File: src/sv/integral_image_window_sum_defines.svh
// Assertion macros shared by the summed-area table box sum RTL.
`ifndef INTEGRAL_IMAGE_WINDOW_SUM_DEFINES_SVH
`define INTEGRAL_IMAGE_WINDOW_SUM_DEFINES_SVH

`ifndef SYNTHESIS
// Same-edge check: the property must hold at each sampled edge.
`define IIWS_ASSERT(lbl, clk, rstn, prop) \
    lbl: assert property (@(posedge clk) disable iff (!rstn) (prop)) \
        else $error("iiws assertion failed");
// Next-cycle implication: when ante holds, cons must hold after it (ante |=> cons).
`define IIWS_ASSERT_NEXT(lbl, clk, rstn, ante, cons) \
    lbl: assert property (@(posedge clk) disable iff (!rstn) (ante) |=> (cons)) \
        else $error("iiws assertion failed");
`else
`define IIWS_ASSERT(lbl, clk, rstn, prop)
`define IIWS_ASSERT_NEXT(lbl, clk, rstn, ante, cons)
`endif

`endif

File: src/sv/iiws_pkg.sv
// Package: constants, types and codes of the summed-area table box sum block.
`timescale 1ns / 1ps
package iiws_pkg;

    localparam int MAX_WIDTH   = 256;
    localparam int MAX_HEIGHT  = 256;
    localparam int SUM_BITS    = 32;

    localparam int DIM_W       = 9;   // image / window size registers
    localparam int COORD_W     = 8;   // query coordinates, window half sizes
    localparam int PIX_W       = 8;
    localparam int POW_W       = 2 * PIX_W;
    localparam int ROWSUM_W    = 24;
    localparam int COL_W       = $clog2(MAX_WIDTH);
    localparam int ROW_W       = $clog2(MAX_HEIGHT);
    localparam int ADDR_W      = ROW_W + COL_W;
    localparam int DEPTH       = MAX_WIDTH * MAX_HEIGHT;

    localparam int CFG_IDX_W   = 3;
    localparam int QUEUE_DEPTH = 2;
    localparam int QPTR_W      = $clog2(QUEUE_DEPTH);
    localparam int QCNT_W      = $clog2(QUEUE_DEPTH + 1);

    // Register indexes of the configuration port
    localparam logic [CFG_IDX_W-1:0] CFG_EXPONENT      = 3'd0;
    localparam logic [CFG_IDX_W-1:0] CFG_IMAGE_WIDTH   = 3'd1;
    localparam logic [CFG_IDX_W-1:0] CFG_IMAGE_HEIGHT  = 3'd2;
    localparam logic [CFG_IDX_W-1:0] CFG_WINDOW_WIDTH  = 3'd3;
    localparam logic [CFG_IDX_W-1:0] CFG_WINDOW_HEIGHT = 3'd4;

    localparam logic [1:0] EXP_SQUARE = 2'd2;
    localparam logic       FUNC_QUERY = 1'b1;

    // Clamped, decoded configuration
    typedef struct packed {
        logic               exp2;
        logic [DIM_W-1:0]   width;
        logic [DIM_W-1:0]   height;
        logic [COORD_W-1:0] half_w;
        logic [COORD_W-1:0] half_h;
    } t_cfg;

    // Decoded item passed from front to back. Corners are 1-based table coordinates.
    typedef struct packed {
        logic             is_query;
        logic             oob;
        logic [POW_W-1:0] pw;
        logic [DIM_W-1:0] rlo;
        logic [DIM_W-1:0] rhi;
        logic [DIM_W-1:0] clo;
        logic [DIM_W-1:0] chi;
    } t_cmd;

    typedef enum logic [2:0] {
        S_IDLE,
        S_QRD1,
        S_QRD2,
        S_QRD3,
        S_QFIN,
        S_LRD,
        S_LWR
    } t_state;

endpackage

File: src/sv/iiws_queue.sv
// Short command queue between the front end and the table engine.
`timescale 1ns / 1ps
`include "integral_image_window_sum_defines.svh"
module iiws_queue (
    input  logic            i_clk,
    input  logic            i_rst_n,
    input  logic            i_valid,
    output logic            o_ready,
    input  iiws_pkg::t_cmd  i_data,
    output logic            o_valid,
    input  logic            i_ready,
    output iiws_pkg::t_cmd  o_data
);
    import iiws_pkg::*;

    t_cmd              r_mem [QUEUE_DEPTH];
    logic [QPTR_W-1:0] r_wptr, r_rptr;
    logic [QCNT_W-1:0] r_count;
    logic              push, pop;

    assign o_ready = (r_count != QCNT_W'(QUEUE_DEPTH));
    assign o_valid = (r_count != '0);
    assign push    = i_valid && o_ready;
    assign pop     = o_valid && i_ready;
    assign o_data  = r_mem[r_rptr];

    always_ff @(posedge i_clk) begin
        if (!i_rst_n) begin
            r_wptr  <= '0;
            r_rptr  <= '0;
            r_count <= '0;
        end else begin
            if (push) begin
                r_wptr <= (r_wptr == QPTR_W'(QUEUE_DEPTH - 1)) ? '0 : r_wptr + 1'b1;
            end
            if (pop) begin
                r_rptr <= (r_rptr == QPTR_W'(QUEUE_DEPTH - 1)) ? '0 : r_rptr + 1'b1;
            end
            if (push && !pop) begin
                r_count <= r_count + 1'b1;
            end else if (pop && !push) begin
                r_count <= r_count - 1'b1;
            end
        end
    end

    always_ff @(posedge i_clk) begin
        if (push) begin
            r_mem[r_wptr] <= i_data;
        end
    end

    `IIWS_ASSERT(a_count_bound, i_clk, i_rst_n, r_count <= QCNT_W'(QUEUE_DEPTH))
    `IIWS_ASSERT_NEXT(a_pop_drains, i_clk, i_rst_n, pop && !push, r_count == $past(r_count) - 1'b1)

endmodule

File: config.mk
export PLATFORM = sky130hd
export DESIGN_NAME = iiws_queue
export DESIGN_NICKNAME = d
export VERILOG_FILES = /design/src/sv/iiws_pkg.sv /design/src/sv/iiws_queue.sv
export VERILOG_INCLUDE_DIRS = /design/src /design/src/sv
export SDC_FILE = /design/constraint.sdc
export NUM_CORES = 1
export LEC_CHECK = 0
export BUFFER_PORTS_ARGS = -buffer_cell sky130_fd_sc_hd__buf_2
export CORE_AREA = 2 2 94 96
export DETAILED_ROUTE_END_ITERATION = 7
export DIE_AREA = 0 0 96 98
export PLACE_DENSITY_LB_ADDON = 0.25
export SKIP_CTS_REPAIR_TIMING = 1
export SKIP_LAST_GASP = 1
export SLEW_MARGIN = 20
export SYNTH_ARGS = -nofsm -noshare
export SYNTH_HDL_FRONTEND = slang
export SYNTH_SLANG_ARGS = --single-unit
File: constraint.sdc
create_clock -name i_clk -period 3.5 [get_ports i_clk]
set_input_delay 0 -clock i_clk [delete_from_list [all_inputs] [get_ports i_clk]]
set_output_delay 0 -clock i_clk [all_outputs]
set_load 0.01 [all_outputs]
==> flow_summary.json, run 1 <==
{
  "run_status": "finished clean",
  "drtPass1Iterations": 4,
  "final_area_mm2": 0.005922,
  "postSynthNetCount": 251,
  "crit_slowest_cell": "dfxtp_2",
  "grt-ovfl-total": 0,
  "wl_mm": 8.133,
  "area_delta_synth_final_pct": 43.16,
  "post-route-period-util_pct": 66.73,
  "combPwrFrac_pct": 21.5,
  "sequentialPowerShare_pct": 43.1,
  "clockRootBuffer": "clkbuf_8",
  "worst_ep_required_time_ps": 3500,
  "vdd_drop_max_uv": 442.3,
  "clk_latency_ps": 500,
  "globalRouteTotalUtil_pct": 16.95,
  "drcViolationCount": 0,
  "relative_max_transition_margin_pct": 45.00,
  "worstSetupEndpointType": "primary output",
  "whs_ps": 225.8,
  "critPathKind": "flip-flop to primary output",
  "synthesis.area_mm2": 0.004136,
  "setup_viol": 0,
  "rows": 34,
  "yosysSeqAreaShare_pct": 80.82,
  "synthesis.instances": 192,
  "power.density_mw_per_mm2": 704.5,
  "antenna_left": 0,
  "port_buffers": 113,
  "antenna_cell_count": 0,
  "final.setup.worst_slack_ps": 1164,
  "power_mw": 4.172,
  "fill_cells": 588,
  "setup-tns-final_ps": 0,
  "route.detailed.vias_per_inst": 4.792,
  "switching_share_pct": 26.05,
  "clock_tree.htree_level_count": 4,
  "antenna_found_initial": 0,
  "numClockSinks": 113,
  "finalClockSkew_ps": 4.395,
  "design.die.area_mm2": 0.009408,
  "die_height_um": 98,
  "dp_hpwl_mm": 4.937,
  "start_util_pct": 48.86,
  "cts_bufs_inserted": 17,
  "element_type_at_the_critical_path_start": "flip-flop",
  "intPower_mw": 3.085,
  "tritoncts_clock_tree": "done",
  "finalHoldViolations": 0,
  "cts_max_path_buffers": 2,
  "yosys_warnings": 0,
  "critical-path-max-stage-delay_ps": 860,
  "cp_data_arrival_time_ps": 2340,
  "clock_pin_transition_on_the_worst_setup_and_hold_timing_paths_ps": 50,
  "p_leak_nw": 2.265,
  "multi_input_comb_area_um2": 748.2,
  "synth_cell_types": 20,
  "synthesis.area_per_instance_um2": 21.54,
  "ios": 114,
  "via_count": 2396,
  "coreArea_mm2": 0.008466,
  "final_layout_size_suffix_gt1_share_pct": 52.81,
  "fmaxAchievable_mhz": 428.1,
  "detailed_place.area_mm2": 0.004835,
  "timing.final.max_slew_violations": 0,
  "critPathMaxFanout": 35,
  "p_switching_mw": 1.087,
  "min-delay-path-class": "input port to flip-flop",
  "globalplace.congestion": 0.6750,
  "grt_first_pass_wirelength_mm": 11.47,
  "power_frac_clock_pct": 35.4,
  "grt_start_max_net_pins": 36,
  "placement.setup.worst_slack_ps": 1660,
  "regArea_mm2": 0.003344,
  "path_cells": "buf_4 -> mux2_2 -> buf_2",
  "final_net_count": 439,
  "die_x_um": 96,
  "timing.final.crit_period_ps": 2336,
  "mean_routed_wirelength_per_cell_um": 16.27,
  "ys_seq_elements": 113,
  "drt-initial-drc-count": 110,
  "vias_in_the_first_global_route": 2345,
  "tightest_slew_ps": 825.0,
  "count_of_max_cap_constraint_violations": 0,
  "unrepaired_setup_endpoints_after_global_routing": "false"
}
[state kept, by name, summed over array words and instances, names as in the netlist, named ones only]
register	flops
r_mem	108
r_count	2
r_rptr	1
r_wptr	1
[cells in the mapped netlist, drive strengths merged]
cell,n,area (um^2)
a21bo,1,10.01
mux2,54,608.1
nand2b,1,13.76
edfxtp,108,3243
a21boi,2,15.02
or2,1,6.260
and2,4,25.02
dfxtp,5,100.1
inv,1,3.750
o21ai,2,10.00
xnor2,2,17.52
ha,1,12.51
and3,1,6.260
or3,1,6.260
xor2,1,8.760
buf,6,42.54
nand3b,1,7.510
[placed cells by master, fill, tap and decap left out, types with 2 or more instances in the layout]
| cell | synthesis | final |
|---|---|---|
| and2_1 | 4 | 4 |
| buf_2 | 1 | 113 |
| buf_4 | 5 | 5 |
| clkbuf_1 | 0 | 2 |
| clkbuf_16 | 0 | 16 |
| clkinv_2 | 0 | 7 |
| clkinvlp_4 | 0 | 4 |
| dfxtp_1 | 5 | 4 |
| dlygate4sd3_1 | 0 | 57 |
| edfxtp_1 | 108 | 108 |
| mux2_2 | 54 | 54 |
| xnor2_1 | 2 | 2 |
[layout make-up]
class	count	share of cell area, %
Clock buffer	19	7.120
Clock inverter	12	1.606
Inverter	1	0.06338
Multi-Input combinational cell	72	12.63
Sequential cell	113	56.48
Tap cell	108	2.282
Timing Repair Buffer	175	19.82
[path summary, 6_finish.rpt]
path	startpoint	to	slack, ps	cells past startpoint
worst max register to register	r_count[0]	r_mem[0][23]	1690	4
worst max-delay path	flip-flop	o_data[16]	1160	3
worst min-delay path	i_data[31]	r_mem[0][31]	230	2
worst min register to register	r_count[1]	r_count[1]	560	2
[per-layer routing]
| layer | track usage (%) | part of all wire [%] | wire, um |
|---|---|---|---|
| met1 | 19.98 | 39 | 3192 |
| met4 | 8.022 | 1.1 | 91 |
| met3 | 6.404 | 5.2 | 421 |
| met2 | 27.19 | 54 | 4427 |
| met5 | 0 | 0 | 0 |
[per-stage QoR]
step	instances	util, %
final	500	69.95
after global routing	500	69.95
after CTS	443	63.21
after detailed placement	412	57.11
after global placement	412	57.11
after floorplan	192	-
[critical path, delay by kind of cell, from the launching register on]
family | cells | cell delay [ps]
buffers and inverters | 2 | 560
flip-flops | 1 | 860
multiplexers | 1 | 380
[cells by family after synthesis]
| logic type | after synthesis | synth area share [%] |
|---|---|---|
| fa+ha+maj | 1 | 0.3024 |
| xor+xnor | 3 | 0.6353 |
| compound gates | 5 | 0.8469 |
| buf+inv | 7 | 1.119 |
| flops | 113 | 80.82 |
| simple gates | 9 | 1.573 |
| mux | 54 | 14.70 |
[power groups by stage]
stage               registers (mW)  clock network, mW  logic (mW)
finish                        1.80               1.48       0.897
floorplan                     1.76                  0       0.595
CTS                           1.80               1.50       0.859
global placement              1.82                  0       0.845
global route                  1.82               1.57       0.974
detailed placement            1.83                  0       0.853
(Power assumes the default switching activity.)
==> inputs of run 2 (changes only) <==
--- a/config.mk
+++ b/config.mk
@@ -7,9 +7,9 @@
 export NUM_CORES = 1
 export LEC_CHECK = 0
 export BUFFER_PORTS_ARGS = -buffer_cell sky130_fd_sc_hd__buf_2
-export CORE_AREA = 2 2 94 96
+export CORE_AREA = 2 2 98 100
 export DETAILED_ROUTE_END_ITERATION = 7
-export DIE_AREA = 0 0 96 98
+export DIE_AREA = 0 0 100 102
 export PLACE_DENSITY_LB_ADDON = 0.25
 export SKIP_CTS_REPAIR_TIMING = 1
 export SKIP_LAST_GASP = 1
==> constraint.sdc (replaced) <==
create_clock -name i_clk -period 2.1 [get_ports i_clk]
set_input_delay 0 -clock i_clk [delete_from_list [all_inputs] [get_ports i_clk]]
set_output_delay 0 -clock i_clk [all_outputs]
set_load 0.01 [all_outputs]
==> flow_summary.json, run 2 (synthesis gave the netlist of run 1 again) <==
{
  "vdd_drop_max_uv": 737.3,
  "setup-tns-final_ps": 0,
  "rrSetupSlack_ps": 500,
  "clk_latency_ps": 500,
  "final_net_count": 439,
  "clock_tree.htree_level_count": 4,
  "die_height_um": 102,
  "dp_hpwl_mm": 4.457,
  "r2r-start": "r_count[0]",
  "globalRouteTotalUtil_pct": 14.29,
  "worst_ep_required_time_ps": 2100,
  "largest_register_ff_count": 108,
  "cts_max_path_buffers": 2,
  "count_of_max_cap_constraint_violations": 0,
  "numClockSinks": 113,
  "mostFrequentLayoutCell": "buf_2",
  "mean_routed_wirelength_per_cell_um": 15.03,
  "final_cell_mix": "buf_2, edfxtp_1, dlygate4sd3_1",
  "tritoncts_clock_tree": "done",
  "ios": 114,
  "dr_wl_met2_mm": 3.820,
  "relative_max_transition_margin_pct": 72.73,
  "vias_in_the_first_global_route": 2103,
  "route.top_layer_used": "met4",
  "timing.final.crit_period_ps": 1712,
  "top_regs": "r_mem (108), r_count (2)",
  "wl_mm": 7.576,
  "met3RoutedLength_um": 379,
  "crit_path_end": "o_data[24]",
  "post-route-period-util_pct": 81.53,
  "min-delay-path-class": "input port to flip-flop",
  "route.detailed.vias_per_inst": 4.673,
  "regArea_mm2": 0.003344,
  "cts_bufs_inserted": 17,
  "critPathKind": "flip-flop to primary output",
  "critPathMaxFanout": 30,
  "via_count": 2355,
  "multi_input_comb_area_um2": 748.2,
  "unrepaired_setup_endpoints_after_global_routing": "false",
  "drt-initial-drc-count": 77,
  "p_leak_nw": 2.292,
  "antenna_left": 0,
  "timing.reg2reg.worst_path_depth": 5,
  "finalClockSkew_ps": 6.869,
  "drcViolationCount": 0,
  "globalplace.congestion": 0.6915,
  "finalHoldViolations": 1,
  "drtPass1Iterations": 5,
  "final_layout_size_suffix_gt1_share_pct": 52.67,
  "design.die.area_mm2": 0.01020,
  "die_x_um": 100,
  "worstSetupEndpointType": "primary output",
  "cp_data_arrival_time_ps": 1710,
  "fmaxAchievable_mhz": 584.1,
  "rows": 35,
  "area_delta_synth_final_pct": 44.46,
  "port_buffers": 113,
  "setup_viol": 0,
  "tightest_slew_ps": 409.1,
  "regMostFlops": "r_mem",
  "antenna_found_initial": 0,
  "reg2reg_to": "r_count[1]",
  "clockRootBuffer": "clkbuf_8",
  "fill_cells": 650,
  "power.density_mw_per_mm2": 1203,
  "grt_start_max_net_pins": 31,
  "coreArea_mm2": 0.009109,
  "timing.final.max_slew_violations": 0,
  "detail_route.wirelength.met1_mm": 3.241,
  "start_util_pct": 45.41,
  "run_status": "complete, but fails checks",
  "grt-ovfl-total": 0,
  "grt_first_pass_wirelength_mm": 10.52,
  "violations": "negative hold slack",
  "antenna_cell_count": 0,
  "clock_pin_transition_on_the_worst_setup_and_hold_timing_paths_ps": 50,
  "element_type_at_the_critical_path_start": "flip-flop",
  "whs_ps": -3.752
}
==> run 2: how the worst min path moves through the flow <==
| stage | slack, ps | from | endpoint | depth (start not counted) |
|---|---|---|---|---|
| detailed placement | 190 | i_data[38] | r_mem[0][38] | 1 |
| global placement | 190 | i_data[13] | r_mem[0][13] | 1 |
| global route | 10 | i_ready | r_rptr | 4 |
| floorplan | 100 | i_data[0] | r_mem[0][0] | 0 |
| finish | -4 | i_ready | r_rptr | 4 |
| CTS | -340 | i_data[6] | r_mem[0][6] | 1 |
==> run 2: area by class of cell <==
class	count	area share, %
clock buffers	19	7.056
multi-input cells	72	12.52
well taps	111	2.324
clock inverters	13	2.408
inverters	1	0.1256
flip-flops and latches	113	55.97
repair buffers	175	19.60
==> run 2: stage by stage <==
stage / utilization [%] / setup slack, ps / power (mW) / instance area [um^2] / std cells
after global routing: 65.60 / 280.8 / 7.501 / 5976 / 504
final: 65.60 / 387.8 / 7.186 / 5976 / 504
after CTS: 59.45 / 333.1 / 7.201 / 5415 / 448
after global placement: 53.24 / 588.8 / 4.443 / 4850 / 416
after detailed placement: 53.24 / 510.4 / 4.474 / 4850 / 416
after floorplan: - / 279.9 / 3.923 / 4141 / 192
==> run 2: where the power goes <==
| part | leakage (nW) | switching [mW] | internal [mW] |
|---|---|---|---|
| registers | 1.05 | 0.0822 | 2.82 |
| logic | 0.962 | 0.790 | 0.789 |
| clock network | 0.280 | 0.922 | 1.78 |
==> run 2: critical path, cell delays in order (launching register included) <==
cell	delay (ps)
dfxtp_2	320
buf_4	360
mux2_2	380
buf_2	150
==> run 2: per-layer routing <==
| metal | vias to the layer above | track usage, % |
|---|---|---|
| met2 | 71 | 22.61 |
| li1 | 1135 | - |
| met5 | - | 0 |
| met3 | 13 | 6.293 |
| met1 | 1136 | 16.64 |
| met4 | 0 | 7.482 |
==> inputs of run 3 (changes only) <==
--- a/config.mk
+++ b/config.mk
@@ -6,10 +6,11 @@
 export SDC_FILE = /design/constraint.sdc
 export NUM_CORES = 1
 export LEC_CHECK = 0
+export ABC_AREA = 1
 export BUFFER_PORTS_ARGS = -buffer_cell sky130_fd_sc_hd__buf_2
-export CORE_AREA = 2 2 98 100
+export CORE_AREA = 2 2 97 99
 export DETAILED_ROUTE_END_ITERATION = 7
-export DIE_AREA = 0 0 100 102
+export DIE_AREA = 0 0 99 101
 export PLACE_DENSITY_LB_ADDON = 0.25
 export SKIP_CTS_REPAIR_TIMING = 1
 export SKIP_LAST_GASP = 1
==> constraint.sdc (replaced) <==
create_clock -name i_clk -period 1.7 [get_ports i_clk]
set_input_delay 0 -clock i_clk [delete_from_list [all_inputs] [get_ports i_clk]]
set_output_delay 0 -clock i_clk [all_outputs]
set_load 0.01 [all_outputs]
==> flow_summary.json, run 3 <==
{
  "start_util_pct": 48.91,
  "worst_ep_required_time_ps": 1700,
  "reg2reg_to": "r_count[1]",
  "vdd_drop_max_uv": 808.6,
  "design.die.area_mm2": 0.009999,
  "detailed_place.area_mm2": 0.005146,
  "ys_top_cells_by_count": "edfxtp_1, mux2_4, nand2_1",
  "drcViolationCount": 0,
  "layout.core_utilization_pct": 70.12,
  "vias_in_the_first_global_route": 2300,
  "port_buffers": 113,
  "mostFrequentLayoutCell": "buf_2",
  "power_mw": 9.153,
  "antenna_cell_count": 0,
  "min-delay-path-class": "input port to flip-flop",
  "final.setup.worst_slack_ps": 94.33,
  "yosys_warnings": 0,
  "synth_cell_types": 15,
  "run_status": "finished clean",
  "clock_pin_transition_on_the_worst_setup_and_hold_timing_paths_ps": 50,
  "synthesis.instances": 205,
  "fmaxAchievable_mhz": 622.8,
  "yosysMostFrequentCell": "edfxtp_1",
  "crit_path_end": "o_data[33]",
  "cts_max_path_buffers": 2,
  "globalplace.congestion": 0.7989,
  "route.detailed.vias_per_inst": 4.637,
  "ios": 114,
  "final_area_mm2": 0.006295,
  "critPathMaxFanout": 7,
  "synthesis.area_per_instance_um2": 21.42,
  "tightest_slew_ps": 277.3,
  "worstSetupEndpointType": "primary output",
  "top_regs": "r_mem (108), r_count (2)",
  "coreArea_mm2": 0.008977,
  "postSynthNetCount": 264,
  "drt-initial-drc-count": 98,
  "setup-tns-final_ps": 0,
  "relative_max_transition_margin_pct": 81.51,
  "p_leak_nw": 2.529,
  "die_x_um": 99,
  "synthesis.area_mm2": 0.004390,
  "tritoncts_clock_tree": "done",
  "final-instance-count-excl-fill": 521,
  "netlist_top_cells_area": "edfxtp_1, mux2_4, buf_12",
  "final_layout_size_suffix_gt1_share_pct": 51.71,
  "r2r-start": "r_count[0]",
  "wl_mm": 7.772,
  "via_count": 2416,
  "mean_routed_wirelength_per_cell_um": 14.92,
  "unrepaired_setup_endpoints_after_global_routing": "false",
  "ys_seq_elements": 113,
  "netlist.top_cell.by_area": "edfxtp_1",
  "numPlacedInstances": 430,
  "post-route-period-util_pct": 94.45,
  "rrSetupSlack_ps": 330,
  "clk_latency_ps": 500,
  "antenna_left": 0,
  "clockRootBuffer": "clkbuf_8",
  "finalClockSkew_ps": 4.867,
  "setup_viol": 0,
  "dp_hpwl_mm": 4.629,
  "whs_ps": 221.5,
  "drtPass1Iterations": 4,
  "cp_data_arrival_time_ps": 1610,
  "rows": 35,
  "grt-ovfl-total": 0,
  "final_net_count": 456,
  "area_delta_synth_final_pct": 43.37,
  "final_cell_mix": "buf_2, edfxtp_1, dlygate4sd3_1",
  "regMostFlops": "r_mem",
  "numClockSinks": 113,
  "cts_bufs_inserted": 17,
  "timing.final.crit_period_ps": 1606,
  "largest_register_ff_count": 108,
  "placement.setup.worst_slack_ps": 331.0,
  "synthDominantCellAreaShare_pct": 73.87,
  "timing.final.max_slew_violations": 0,
  "async_reset_ff_share_pct": 0,
  "critPathKind": "flip-flop to primary output",
  "antenna_found_initial": 0,
  "count_of_max_cap_constraint_violations": 0,
  "finalHoldViolations": 0,
  "synth_enable_flop_cells": 108,
  "yosysSeqAreaShare_pct": 76.15,
  "synthFlopType": "edfxtp_1",
  "grt_start_max_net_pins": 29,
  "globalRouteTotalUtil_pct": 15.04,
  "die_height_um": 101,
  "power.density_mw_per_mm2": 1454,
  "element_type_at_the_critical_path_start": "flip-flop",
  "clock_tree.htree_level_count": 4,
  "grt_first_pass_wirelength_mm": 11.01,
  "timing.reg2reg.worst_path_depth": 10
}
==> run 3: metal layers <==
| metal | track usage (%) | part of all wire [%] | vias up |
|---|---|---|---|
| li1 | - | - | 1181 |
| met1 | 17.08 | 41 | 1158 |
| met2 | 25.00 | 53 | 70 |
| met3 | 6.103 | 4.7 | 7 |
| met4 | 6.955 | 1.2 | 0 |
| met5 | 0 | 0 | - |
==> run 3: cells by family (layout without fill, tap and decap cells) <==
group / after synthesis / count (layout) / synth area share, %
buffers and inverters: 14 / 219 / 3.220
adders and majority gates: 1 / 1 / 0.2849
AOI/OAI and AO/OA: 4 / 4 / 0.5129
and+or+nand+nor: 19 / 19 / 1.710
DFF: 113 / 113 / 76.15
muxes: 54 / 54 / 18.12
==> run 3: area by class of cell <==
type | instances | area (um^2)
sequential | 113 | 3348
fill | 613 | 2683
timing repair buffer | 179 | 1282
multi-input combinational | 78 | 935.9
clock buffer | 18 | 417.9
clock inverter | 14 | 141.4
tap | 111 | 138.9
inverter | 8 | 30.03
==> run 3: worst min path at each step <==
stage / startpoint / depth (start not counted) / end
detailed placement: i_data[10] / 1 / r_mem[0][10]
finish: i_data[46] / 2 / r_mem[0][46]
global placement: i_data[10] / 1 / r_mem[1][10]
global route: i_data[5] / 2 / r_mem[1][5]
CTS: i_data[8] / 1 / r_mem[0][8]
floorplan: i_data[0] / 0 / r_mem[0][0]
==> run 3: power breakdown <==
group | internal (mW) | total (mW) | switching, mW
clock | 2.07 | 3.27 | 1.20
sequential | 3.53 | 3.66 | 0.136
combinational | 1.19 | 2.22 | 1.04
==> run 3: critical path, stage by stage (launching register included) <==
cell	delay, ps
dfxtp_4	410
buf_4	200
mux2_2	360
buf_2	140
