### config.mk
export PLATFORM = sky130hd
export DESIGN_NAME = iiws_front
export DESIGN_NICKNAME = d
export VERILOG_FILES = /design/src/sv/integral_image_window_sum_defines.svh /design/src/sv/iiws_pkg.sv /design/src/sv/iiws_front.sv
export SDC_FILE = /design/constraint.sdc
export NUM_CORES = 1
export LEC_CHECK = 0
export BUFFER_PORTS_ARGS = -buffer_cell sky130_fd_sc_hd__buf_2
export CAP_MARGIN = 10
export CORE_ASPECT_RATIO = 2
export CORE_MARGIN = 4
export CORE_UTILIZATION = 59
export DETAILED_ROUTE_END_ITERATION = 6
export PLACE_DENSITY_LB_ADDON = 0.12
export SETUP_SLACK_MARGIN = 0.02
export SLEW_MARGIN = 25
export SYNTH_ARGS = -nofsm -noshare
export SYNTH_HDL_FRONTEND = slang
export SYNTH_SLANG_ARGS = --single-unit
### constraint.sdc
create_clock -name vclk -period 9.1
set_clock_uncertainty 0.15 [all_clocks]
set_input_delay 0.91 -clock vclk [all_inputs]
set_output_delay 0.91 -clock vclk [all_outputs]
set_load 0.02 [all_outputs]
### src/sv/integral_image_window_sum_defines.svh
// Assertion macros shared by the summed-area table box sum RTL.
`ifndef INTEGRAL_IMAGE_WINDOW_SUM_DEFINES_SVH
`define INTEGRAL_IMAGE_WINDOW_SUM_DEFINES_SVH

`ifndef SYNTHESIS
// Same-edge check: the property must hold at each sampled edge.
`define IIWS_ASSERT(lbl, clk, rstn, prop) \
    lbl: assert property (@(posedge clk) disable iff (!rstn) (prop)) \
        else $error("iiws assertion failed");
// Next-cycle implication: when ante holds, cons must hold after it (ante |=> cons).
`define IIWS_ASSERT_NEXT(lbl, clk, rstn, ante, cons) \
    lbl: assert property (@(posedge clk) disable iff (!rstn) (ante) |=> (cons)) \
        else $error("iiws assertion failed");
`else
`define IIWS_ASSERT(lbl, clk, rstn, prop)
`define IIWS_ASSERT_NEXT(lbl, clk, rstn, ante, cons)
`endif

`endif

### src/sv/iiws_pkg.sv
// Package: constants, types and codes of the summed-area table box sum block.
`timescale 1ns / 1ps
package iiws_pkg;

    localparam int MAX_WIDTH   = 256;
    localparam int MAX_HEIGHT  = 256;
    localparam int SUM_BITS    = 32;

    localparam int DIM_W       = 9;   // image / window size registers
    localparam int COORD_W     = 8;   // query coordinates, window half sizes
    localparam int PIX_W       = 8;
    localparam int POW_W       = 2 * PIX_W;
    localparam int ROWSUM_W    = 24;
    localparam int COL_W       = $clog2(MAX_WIDTH);
    localparam int ROW_W       = $clog2(MAX_HEIGHT);
    localparam int ADDR_W      = ROW_W + COL_W;
    localparam int DEPTH       = MAX_WIDTH * MAX_HEIGHT;

    localparam int CFG_IDX_W   = 3;
    localparam int QUEUE_DEPTH = 2;
    localparam int QPTR_W      = $clog2(QUEUE_DEPTH);
    localparam int QCNT_W      = $clog2(QUEUE_DEPTH + 1);

    // Register indexes of the configuration port
    localparam logic [CFG_IDX_W-1:0] CFG_EXPONENT      = 3'd0;
    localparam logic [CFG_IDX_W-1:0] CFG_IMAGE_WIDTH   = 3'd1;
    localparam logic [CFG_IDX_W-1:0] CFG_IMAGE_HEIGHT  = 3'd2;
    localparam logic [CFG_IDX_W-1:0] CFG_WINDOW_WIDTH  = 3'd3;
    localparam logic [CFG_IDX_W-1:0] CFG_WINDOW_HEIGHT = 3'd4;

    localparam logic [1:0] EXP_SQUARE = 2'd2;
    localparam logic       FUNC_QUERY = 1'b1;

    // Clamped, decoded configuration
    typedef struct packed {
        logic               exp2;
        logic [DIM_W-1:0]   width;
        logic [DIM_W-1:0]   height;
        logic [COORD_W-1:0] half_w;
        logic [COORD_W-1:0] half_h;
    } t_cfg;

    // Decoded item passed from front to back. Corners are 1-based table coordinates.
    typedef struct packed {
        logic             is_query;
        logic             oob;
        logic [POW_W-1:0] pw;
        logic [DIM_W-1:0] rlo;
        logic [DIM_W-1:0] rhi;
        logic [DIM_W-1:0] clo;
        logic [DIM_W-1:0] chi;
    } t_cmd;

    typedef enum logic [2:0] {
        S_IDLE,
        S_QRD1,
        S_QRD2,
        S_QRD3,
        S_QFIN,
        S_LRD,
        S_LWR
    } t_state;

endpackage

### src/sv/iiws_front.sv
// Front end: classifies items, powers load pixels, clamps query windows.
`timescale 1ns / 1ps
module iiws_front (
    input  iiws_pkg::t_cfg                 i_cfg,
    input  logic                           i_func,
    input  logic [iiws_pkg::PIX_W-1:0]     i_pixel_value,
    input  logic [iiws_pkg::COORD_W-1:0]   i_query_row,
    input  logic [iiws_pkg::COORD_W-1:0]   i_query_col,
    output iiws_pkg::t_cmd                 o_cmd
);
    import iiws_pkg::*;

    logic [DIM_W-1:0] row, col, half_h, half_w;
    logic [DIM_W:0]   row_top, col_top;
    logic [POW_W-1:0] square;

    assign row    = DIM_W'(i_query_row);
    assign col    = DIM_W'(i_query_col);
    assign half_h = DIM_W'(i_cfg.half_h);
    assign half_w = DIM_W'(i_cfg.half_w);

    // one past the last window row / column, before clamping
    assign row_top = (DIM_W+1)'(row) + (DIM_W+1)'(half_h) + 1'b1;
    assign col_top = (DIM_W+1)'(col) + (DIM_W+1)'(half_w) + 1'b1;

    assign square = POW_W'(i_pixel_value) * POW_W'(i_pixel_value);

    always_comb begin
        o_cmd.is_query = (i_func == FUNC_QUERY);
        o_cmd.oob      = (row >= i_cfg.height) || (col >= i_cfg.width);
        o_cmd.pw       = i_cfg.exp2 ? square : POW_W'(i_pixel_value);
        o_cmd.rlo      = (row > half_h) ? row - half_h : '0;
        o_cmd.clo      = (col > half_w) ? col - half_w : '0;
        o_cmd.rhi      = (row_top > (DIM_W+1)'(i_cfg.height)) ? i_cfg.height
                                                              : row_top[DIM_W-1:0];
        o_cmd.chi      = (col_top > (DIM_W+1)'(i_cfg.width)) ? i_cfg.width
                                                             : col_top[DIM_W-1:0];
    end

endmodule

==> results.sh, run 1 <==
export IMPL_run_status="finished clean"
export IMPL_io_pin_count=114
export IMPL_worst_slew_pin_slew_ns=0.668
export IMPL_count_of_pins_over_their_slew_limit=0
export IMPL_finalSetupViolCount=0
export IMPL_cts_hold_repair_buffers=0
export IMPL_final_seq_area_sq_um=0
export IMPL_num_vias=4337
export IMPL_timing_critical_path_fanout_max=9
export IMPL_grt_remaining_overflow=0
export IMPL_max_freq_ghz=0.162
export IMPL_leakage_power_of_the_design_nw=2.81
export IMPL_placedInstanceArea_sq_um=4950
export IMPL_grt_pass1_wl_microns=17900
export IMPL_route_detailed_drc=0
export IMPL_area_of_the_placeable_core_sq_um=7210
export IMPL_synth_yosys_seq_area_share=0
export IMPL_synth_compound_gate_area_share=0.178
export IMPL_synth_top_cell_area_share=0.275
export IMPL_post_route_cells_drive_above_1_share=0.199
export IMPL_fin_cells=759
export IMPL_post_synth_mux_area_share=0.0645
export IMPL_floorplan_initialDensity=0.605
export IMPL_syn_cell_area_sq_um=4360
export IMPL_grt_start_max_net_pins=19
export IMPL_syn_to_final_growth_pct=13.5
export IMPL_finish_instance_area_sq_um=4950
export IMPL_max_vdd_ir_drop_mv=0.164
export IMPL_finalWeightedCongestion=0.851
export IMPL_viasPerCell=5.71
export IMPL_final_min_period_over_clock_period=0.680
export IMPL_detail_route_antenna_nets=0
export IMPL_finalHoldViolations=0
export IMPL_timing_hold_worst_endpoint="o_cmd[53]"
export IMPL_yosys_area_share_xor_xnor=0.0502
export IMPL_finalWirelength_microns=11200
export IMPL_synth_cell_types=52
export IMPL_post_synth_and_or_nand_nor_area_fraction=0.193
export IMPL_num_rows=44
export IMPL_setup_slack_placement_ns=2.95
export IMPL_post_synth_cell_area_avg_sq_um=7.63
export IMPL_criticalPathCategory="in -> out"
export IMPL_via_count_of_the_first_global_routing_pass=4282
export IMPL_synth_yosys_warnings=0
export IMPL_synth_top_family_by_area="adder cells"
export IMPL_powerDensity_nw_per_um2=140
export IMPL_synthesized_instance_count=572
export IMPL_post_cts_resized_instances=0
export IMPL_detailedPlacementHpwl_microns=10000
export IMPL_die_w_microns=68.8
export IMPL_rsz0062_at_grt="false"
export IMPL_placed_cells_incl_taps=759
export IMPL_required_time_of_the_worst_setup_path_ns=8.04
export IMPL_finalHoldWorstSlack_ns=1.67
export IMPL_post_cts_setup_buffers=0
export IMPL_layout_nets=854
export IMPL_mapped_nets=757
export IMPL_drtIter0Drc=101
export IMPL_crit_path_end_kind="primary output"
export IMPL_critical_path_startpoint_type="input port"
export IMPL_synth_area_leaders="ha_1 (28%), fa_1 (13%), inv_1 (8.5%)"
export IMPL_synthesized_area_fraction_occupied_by_adder_cells=0.408
export IMPL_final_min_clock_period_ns=6.18
export IMPL_timing_slew_headroom=0.552
export IMPL_antenna_cells_inserted=0
export IMPL_setup_ws_ns=2.92
export IMPL_timing_setup_tns_ns=0
export IMPL_first_pass_iteration_count_of_the_detailed_router=4
export IMPL_worst_hold_startpoint="i_func"
export IMPL_timing_max_cap_violations=0
export IMPL_detail_route_wl_per_cell_microns=14.8
export IMPL_hold_path_cell_count=0
export IMPL_min_path_type="in -> out"
export IMPL_grt_antenna_before_repair=0
export IMPL_die_y_microns=130
export IMPL_grt_usage=0.253
export IMPL_worst_endpoint_arrival_ns=5.12
export IMPL_layout_clock_buffers=0
export IMPL_die_area_sq_um=8920
export IMPL_synth_top_area_cell="ha_1"
export IMPL_layout_sequential_cells=0
export IMPL_placement_io_buffers=112
-- metal layers --
metal / routed length, microns / GRT usage
met2: 6500 / 0.513
met3: 399 / 0.00954
met4: 516 / 0.100
met1: 3830 / 0.249
met5: 0 / 0
-- synthesized netlist by cell type, types with 14 or more instances --
master   number
inv_1        99
ha_1         96
a21oi_1      42
nor2_1       31
fa_1         29
nor3_1       28
nand2_1      24
and2_1       20
xnor2_1      17
a21o_1       16
mux2_2       15
o21ai_0      14
-- layout by cell type, fill, tap and decap left out, types with 15 or more instances in the layout --
master and instances:
buf_2 112, inv_1 99, ha_1 96, a21oi_1 42
nor2_1 31, fa_1 29, nor3_1 28, nand2_1 24
and2_1 20, xnor2_1 17, a21o_1 16, mux2_2 15
-- final cells by class --
cell class	count	area [sq um]
repair buffers	112	561
multi-input cells	456	3900
inverters	99	372
fillers	675	2260
well taps	92	115
-- critical path, stage by stage --
cell      delay (ns)
buf_2           0.16
inv_1           0.12
nor2_1          0.21
fa_1            0.48
fa_1            0.55
inv_1           0.06
fa_1            0.50
fa_1            0.55
inv_1           0.04
ha_1            0.25
a211oi_1        0.33
o21ai_0         0.21
and3_1          0.23
o22ai_1         0.16
mux2i_1         0.19
buf_2           0.18
-- worst max path at each step --
| stage | startpoint | end | cells after the start |
|---|---|---|---|
| detailed placement | i_pixel_value[5] | o_cmd[51] | 16 |
| CTS | i_pixel_value[5] | o_cmd[51] | 16 |
| finish | i_pixel_value[5] | o_cmd[51] | 16 |
| global placement | i_pixel_value[5] | o_cmd[50] | 16 |
| floorplan | i_pixel_value[6] | o_cmd[50] | 14 |
| global route | i_pixel_value[5] | o_cmd[51] | 16 |
-- power by group --
group          total, mW  internal (mW)  switching (mW)
logic              0.694          0.280           0.415
registers              0              0               0
clock network          0              0               0
-- kinds of logic after synthesis --
kind of cell | after synthesis
AOI/OAI and AO/OA | 120
buffers and inverters | 116
muxes | 26
and+or+nand+nor | 160
xor gates and xnor gates | 25
adders and majority gates | 125
-- through the flow --
step / total power, mW / util
2_1_floorplan: 0.512 / -
3_3_place_gp: 0.681 / 0.686
3_5_place_dp: 0.693 / 0.686
4_1_cts: 0.698 / 0.686
5_1_grt: 0.774 / 0.686
6_report: 0.694 / 0.686
Note: power is estimated with default switching activity, not from simulation.
==> inputs of run 2 (changes only) <==
--- a/config.mk
+++ b/config.mk
@@ -5,11 +5,12 @@
 export SDC_FILE = /design/constraint.sdc
 export NUM_CORES = 1
 export LEC_CHECK = 0
+export ABC_AREA = 1
 export BUFFER_PORTS_ARGS = -buffer_cell sky130_fd_sc_hd__buf_2
 export CAP_MARGIN = 10
 export CORE_ASPECT_RATIO = 2
 export CORE_MARGIN = 4
-export CORE_UTILIZATION = 59
+export CORE_UTILIZATION = 52
 export DETAILED_ROUTE_END_ITERATION = 6
 export PLACE_DENSITY_LB_ADDON = 0.12
 export SETUP_SLACK_MARGIN = 0.02
==> constraint.sdc (replaced) <==
create_clock -name vclk -period 5.1
set_clock_uncertainty 0.15 [all_clocks]
set_input_delay 0.51 -clock vclk [all_inputs]
set_output_delay 0.51 -clock vclk [all_outputs]
set_load 0.02 [all_outputs]
==> run 2 against run 1 <==
  * Combinational power up 97%
  * Global-route usage down 1.5 points
  * Sequential share of layout area unchanged
  * Synthesized area up 10%
  * Via count up 17%
  * Final cell count up 32%
  * Total power up 97%
  * Synthesized cell count up 41%
  * Die area up 23%
  * Cell area up 11%
  * Highest routed layer unchanged
==> results.sh, run 2 <==
export IMPL_syn_to_final_growth_pct=13.7
export IMPL_post_cts_setup_buffers=0
export IMPL_finalHoldViolations=0
export IMPL_timing_slew_headroom=0.774
export IMPL_placement_io_buffers=112
export IMPL_most_frequent_cells_in_the_layout="nand2_1 (232), inv_1 (181), buf_2 (105), ha_1 (93)"
export IMPL_crit_path_end_kind="primary output"
export IMPL_rsz0062_at_grt="true"
export IMPL_post_route_cells_drive_above_1_share=0.171
export IMPL_num_vias=5078
export IMPL_post_synth_top_count_cell="nand2_1"
export IMPL_run_status="finished clean"
export IMPL_first_pass_iteration_count_of_the_detailed_router=5
export IMPL_mapped_nets=991
export IMPL_filler_cell_count=946
export IMPL_timing_critical_path_fanout_max=7
export IMPL_num_rows=49
export IMPL_grt_antenna_before_repair=0
export IMPL_required_time_of_the_worst_setup_path_ns=4.44
export IMPL_final_core_utilization=0.608
export IMPL_detail_route_antenna_nets=0
export IMPL_grt_start_max_net_pins=18
export IMPL_final_seq_area_sq_um=0
export IMPL_synth_top_cell_area_share=0.249
export IMPL_layout_sequential_cells=0
export IMPL_setup_slack_placement_ns=0.143
export IMPL_timing_max_cap_violations=0
export IMPL_critical_path_startpoint_type="input port"
export IMPL_finalHoldWorstSlack_ns=0.870
export IMPL_die_w_microns=76.1
export IMPL_max_vdd_ir_drop_mv=0.143
export IMPL_synthesized_instance_count=806
export IMPL_layout_nets=1088
export IMPL_die_y_microns=144
export IMPL_synth_area_leaders="ha_1 (25%), nand2_1 (18%), inv_1 (14%)"
export IMPL_worst_hold_startpoint="i_func"
export IMPL_min_path_type="in -> out"
export IMPL_syn_cell_area_sq_um=4820
export IMPL_viasPerCell=5.06
export IMPL_layout_commonest_cell="nand2_1"
export IMPL_area_of_the_placeable_core_sq_um=9010
export IMPL_post_synth_cell_area_avg_sq_um=5.98
export IMPL_worst_endpoint_arrival_ns=4.22
export IMPL_synth_cell_types=35
export IMPL_synth_yosys_seq_area_share=0
export IMPL_synth_top_area_cell="ha_1"
export IMPL_layout_clock_buffers=0
export IMPL_drtIter0Drc=141
export IMPL_route_detailed_drc=0
export IMPL_floorplan_initialDensity=0.534
export IMPL_via_count_of_the_first_global_routing_pass=5105
export IMPL_detailedPlacementHpwl_microns=12200
export IMPL_grt_usage=0.238
export IMPL_count_of_pins_over_their_slew_limit=0
export IMPL_final_min_clock_period_ns=4.88
export IMPL_antenna_cells_inserted=0
export IMPL_setup_ws_ns=0.219
export IMPL_grt_pass1_wl_microns=21900
export IMPL_leakage_power_of_the_design_nw=3.64
export IMPL_detail_route_wl_per_cell_microns=13.3
export IMPL_synth_yosys_warnings=0
export IMPL_grt_remaining_overflow=0
export IMPL_timing_setup_tns_ns=0
export IMPL_finalWirelength_microns=13300
export IMPL_finalSetupViolCount=0
export IMPL_criticalPathCategory="in -> out"
export IMPL_io_pin_count=114
export IMPL_final_min_period_over_clock_period=0.957
export IMPL_finalWeightedCongestion=0.955
export IMPL_crit_path_start="i_pixel_value[2]"
export IMPL_worst_slew_pin_slew_ns=0.336
export IMPL_synth_cells_most_frequent="nand2_1 (234), inv_1 (181), ha_1 (96)"
export IMPL_post_cts_resized_instances=0
export IMPL_powerDensity_nw_per_um2=249
export IMPL_die_area_sq_um=11000
export IMPL_max_freq_ghz=0.205
export IMPL_cts_hold_repair_buffers=0
-- run 2: path summary, 6_finish.rpt --
path | slack (ns) | depth (start not counted) | end
min | 0.87 | 0 | o_cmd[53]
max | 0.22 | 20 | o_cmd[51]
-- run 2: power breakdown --
group / switching, mW / internal [mW] / leakage [nW]
Combinational: 0.871 / 0.495 / 3.64
Sequential: 0 / 0 / 0
Clock: 0 / 0 / 0
-- run 2: kinds of logic (layout without fill, tap and decap cells) --
kind of cell,after synthesis,in the layout,share of synthesized area
AO/OA/AOI/OAI,61,61,0.0706
XOR/XNOR,20,20,0.0364
adder cells (fa/ha/maj),125,125,0.370
buffers and inverters,204,299,0.167
AND/OR/NAND/NOR,396,396,0.356
-- run 2: area by class of cell --
cell class	instances	area (sq um)	area share
inverters	186	698	0.127
well taps	102	128	0.0233
repair buffers	113	586	0.107
multi-input cells	602	4070	0.742
-- run 2: layer usage --
layer  GRT usage  routed length (microns)  vias up  part of all wire
met4      0.0783                      548        0             0.041
met5           0                        0        -                 0
li1            -                        -     2660                 -
met2       0.527                     7860      105              0.59
met1       0.219                     4490     2285              0.34
met3      0.0125                      389       28             0.029
-- run 2: critical path, cell delays in order --
cell	delay, ns
buf_2	0.15
nand2_1	0.09
fa_1	0.57
inv_1	0.08
fa_1	0.51
fa_1	0.55
inv_1	0.06
fa_1	0.56
inv_1	0.08
ha_4	0.25
nand2_1	0.13
inv_1	0.05
nand2_1	0.08
nand2_1	0.05
nand2_1	0.07
nand3_1	0.07
nand2_1	0.06
inv_1	0.03
nor2_1	0.09
buf_2	0.17
-- run 2: metrics by stage --
step,instance area [sq um],std cells,total power [mW]
final,5480,1003,1.37
after floorplan,4820,806,0.937
after CTS,5410,1003,1.31
after global placement,5410,1003,1.28
after global routing,5480,1003,1.54
after detailed placement,5410,1003,1.31
==> inputs of run 3 (changes only) <==
--- a/config.mk
+++ b/config.mk
@@ -10,7 +10,7 @@
 export CAP_MARGIN = 10
 export CORE_ASPECT_RATIO = 2
 export CORE_MARGIN = 4
-export CORE_UTILIZATION = 52
+export CORE_UTILIZATION = 58
 export DETAILED_ROUTE_END_ITERATION = 6
 export PLACE_DENSITY_LB_ADDON = 0.12
 export SETUP_SLACK_MARGIN = 0.02
==> constraint.sdc (replaced) <==
create_clock -name vclk -period 5.3
set_clock_uncertainty 0.15 [all_clocks]
set_input_delay 0.53 -clock vclk [all_inputs]
set_output_delay 0.53 -clock vclk [all_outputs]
set_load 0.02 [all_outputs]
==> run 3 against run 2 <==
  * Critical path depth unchanged
  * Cell area decreased by 1.6%
  * Core utilization up 6.6 points
  * First-iteration DRC count grew 21%
  * Routed wire length down 2.2%
  * Final cell count decreased by 0.70%
  * Combinational power down 9%
  * Worst hold slack improved by 0.040 ns
  * Die area shrank 9.5%
  * Sequential share of layout area unchanged
  * Via count grew 0.69%
  * Global-route usage rose by 2.7 points
  * Critical endpoint is now o_cmd[49]
==> results.sh, run 3 (synthesis results as in run 2) <==
export IMPL_run_status="finished clean"
export IMPL_grt_pass1_wl_microns=21400
export IMPL_finish_instance_area_sq_um=5390
export IMPL_floorplan_initialDensity=0.602
export IMPL_antenna_cells_inserted=0
export IMPL_die_y_microns=137
export IMPL_setup_ws_ns=0.363
export IMPL_layout_sequential_cells=0
export IMPL_count_of_pins_over_their_slew_limit=0
export IMPL_grt_usage=0.265
export IMPL_finalPower_mw=1.24
export IMPL_timing_critical_path_fanout_max=11
export IMPL_switchingPower_mw=0.811
export IMPL_worst_slew_pin_slew_ns=0.350
export IMPL_layout_commonest_cell="nand2_1"
export IMPL_post_cts_resized_instances=0
export IMPL_post_cts_setup_buffers=0
export IMPL_drtIter0Drc=171
export IMPL_pwr_share_comb=1.000
export IMPL_cts_hold_repair_buffers=0
export IMPL_die_w_microns=72.4
export IMPL_leakage_power_of_the_design_nw=3.63
export IMPL_most_frequent_cells_in_the_layout="nand2_1 (234), inv_1 (181), buf_2 (112), ha_1 (96), nor2_1 (62)"
export IMPL_grt_remaining_overflow=0
export IMPL_final_seq_area_sq_um=0
export IMPL_min_path_type="in -> out"
export IMPL_share_clk_of_total_power=0
export IMPL_timing_max_cap_violations=0
export IMPL_syn_to_final_growth_pct=11.9
export IMPL_detail_route_antenna_nets=0
export IMPL_max_freq_ghz=0.203
export IMPL_worst_endpoint_arrival_ns=4.26
export IMPL_num_rows=46
export IMPL_internal_power_mw=0.434
export IMPL_finalSetupViolCount=0
export IMPL_finalWirelength_microns=13000
export IMPL_timing_slew_headroom=0.764
export IMPL_detailedPlacementHpwl_microns=11800
export IMPL_power_share_sequential=0
export IMPL_die_area_sq_um=9920
export IMPL_critical_path_startpoint_type="input port"
export IMPL_first_pass_iteration_count_of_the_detailed_router=4
export IMPL_layout_clock_buffers=0
export IMPL_grt_antenna_before_repair=0
export IMPL_placement_io_buffers=112
export IMPL_layout_nets=1087
export IMPL_final_min_period_over_clock_period=0.931
export IMPL_final_min_clock_period_ns=4.94
export IMPL_finalWeightedCongestion=0.952
export IMPL_grt_start_max_net_pins=18
export IMPL_setup_slack_placement_ns=0.365
export IMPL_finalHoldViolations=0
export IMPL_max_vdd_ir_drop_mv=0.134
export IMPL_num_vias=5113
export IMPL_area_of_the_placeable_core_sq_um=8000
export IMPL_filler_cell_count=771
export IMPL_required_time_of_the_worst_setup_path_ns=4.62
export IMPL_timing_setup_tns_ns=0
export IMPL_route_detailed_drc=0
export IMPL_viasPerCell=5.13
export IMPL_powerDensity_nw_per_um2=231
export IMPL_rsz0062_at_grt="false"
export IMPL_detail_route_wl_per_cell_microns=13.0
export IMPL_via_count_of_the_first_global_routing_pass=5073
export IMPL_placedInstanceArea_sq_um=5390
export IMPL_post_route_cells_drive_above_1_share=0.162
export IMPL_power_share_switching=0.652
export IMPL_criticalPathCategory="in -> out"
export IMPL_io_pin_count=114
export IMPL_crit_path_end_kind="primary output"
run 3: worst paths after layout:
| check | from | slack, ns | cells past startpoint | to |
|---|---|---|---|---|
| worst max-delay path | i_pixel_value[5] | 0.36 | 20 | o_cmd[49] |
| worst min-delay path | i_func | 0.91 | 0 | o_cmd[53] |
run 3: layout make-up:
type | count | area (sq um) | share of cell area
Tap cell | 96 | 120 | 0.0223
Multi-Input combinational cell | 602 | 4010 | 0.744
Inverter | 186 | 698 | 0.129
Timing Repair Buffer | 112 | 561 | 0.104
run 3: per-layer routing:
metal	up-vias	part of all wire	global-route usage
met2	130	0.58	0.557
met4	0	0.043	0.101
met1	2289	0.35	0.257
met3	38	0.028	0.00662
met5	-	0	0
li1	2656	-	-
run 3: metrics by stage:
stage                      util  cells  hold slack (ns)
after detailed placement  0.674    996            0.910
after global placement    0.674    996            0.910
after floorplan               -    806             1.02
after CTS                 0.674    996            0.910
final                     0.674    996            0.910
after global routing      0.674    996            0.910
run 3: power groups by stage:
stage          combinational (mW)  clock [mW]  sequential (mW)
6_report                     1.24           0                0
4_1_cts                      1.25           0                0
5_1_grt                      1.40           0                0
3_3_place_gp                 1.22           0                0
3_5_place_dp                 1.24           0                0
2_1_floorplan               0.902           0                0
run 3: critical path, stage by stage:
cell and delay [ns]:
buf_2 0.21, nand2_1 0.07, inv_1 0.11, fa_1 0.46
fa_1 0.56, inv_1 0.06, fa_1 0.51, fa_1 0.55
inv_1 0.04, ha_1 0.33, nand2_1 0.13, inv_1 0.07
nand2_1 0.06, nand2_1 0.04, nand2_1 0.05, nand3_1 0.09
nand2_1 0.08, nand2_1 0.05, nor2_1 0.10, buf_2 0.17
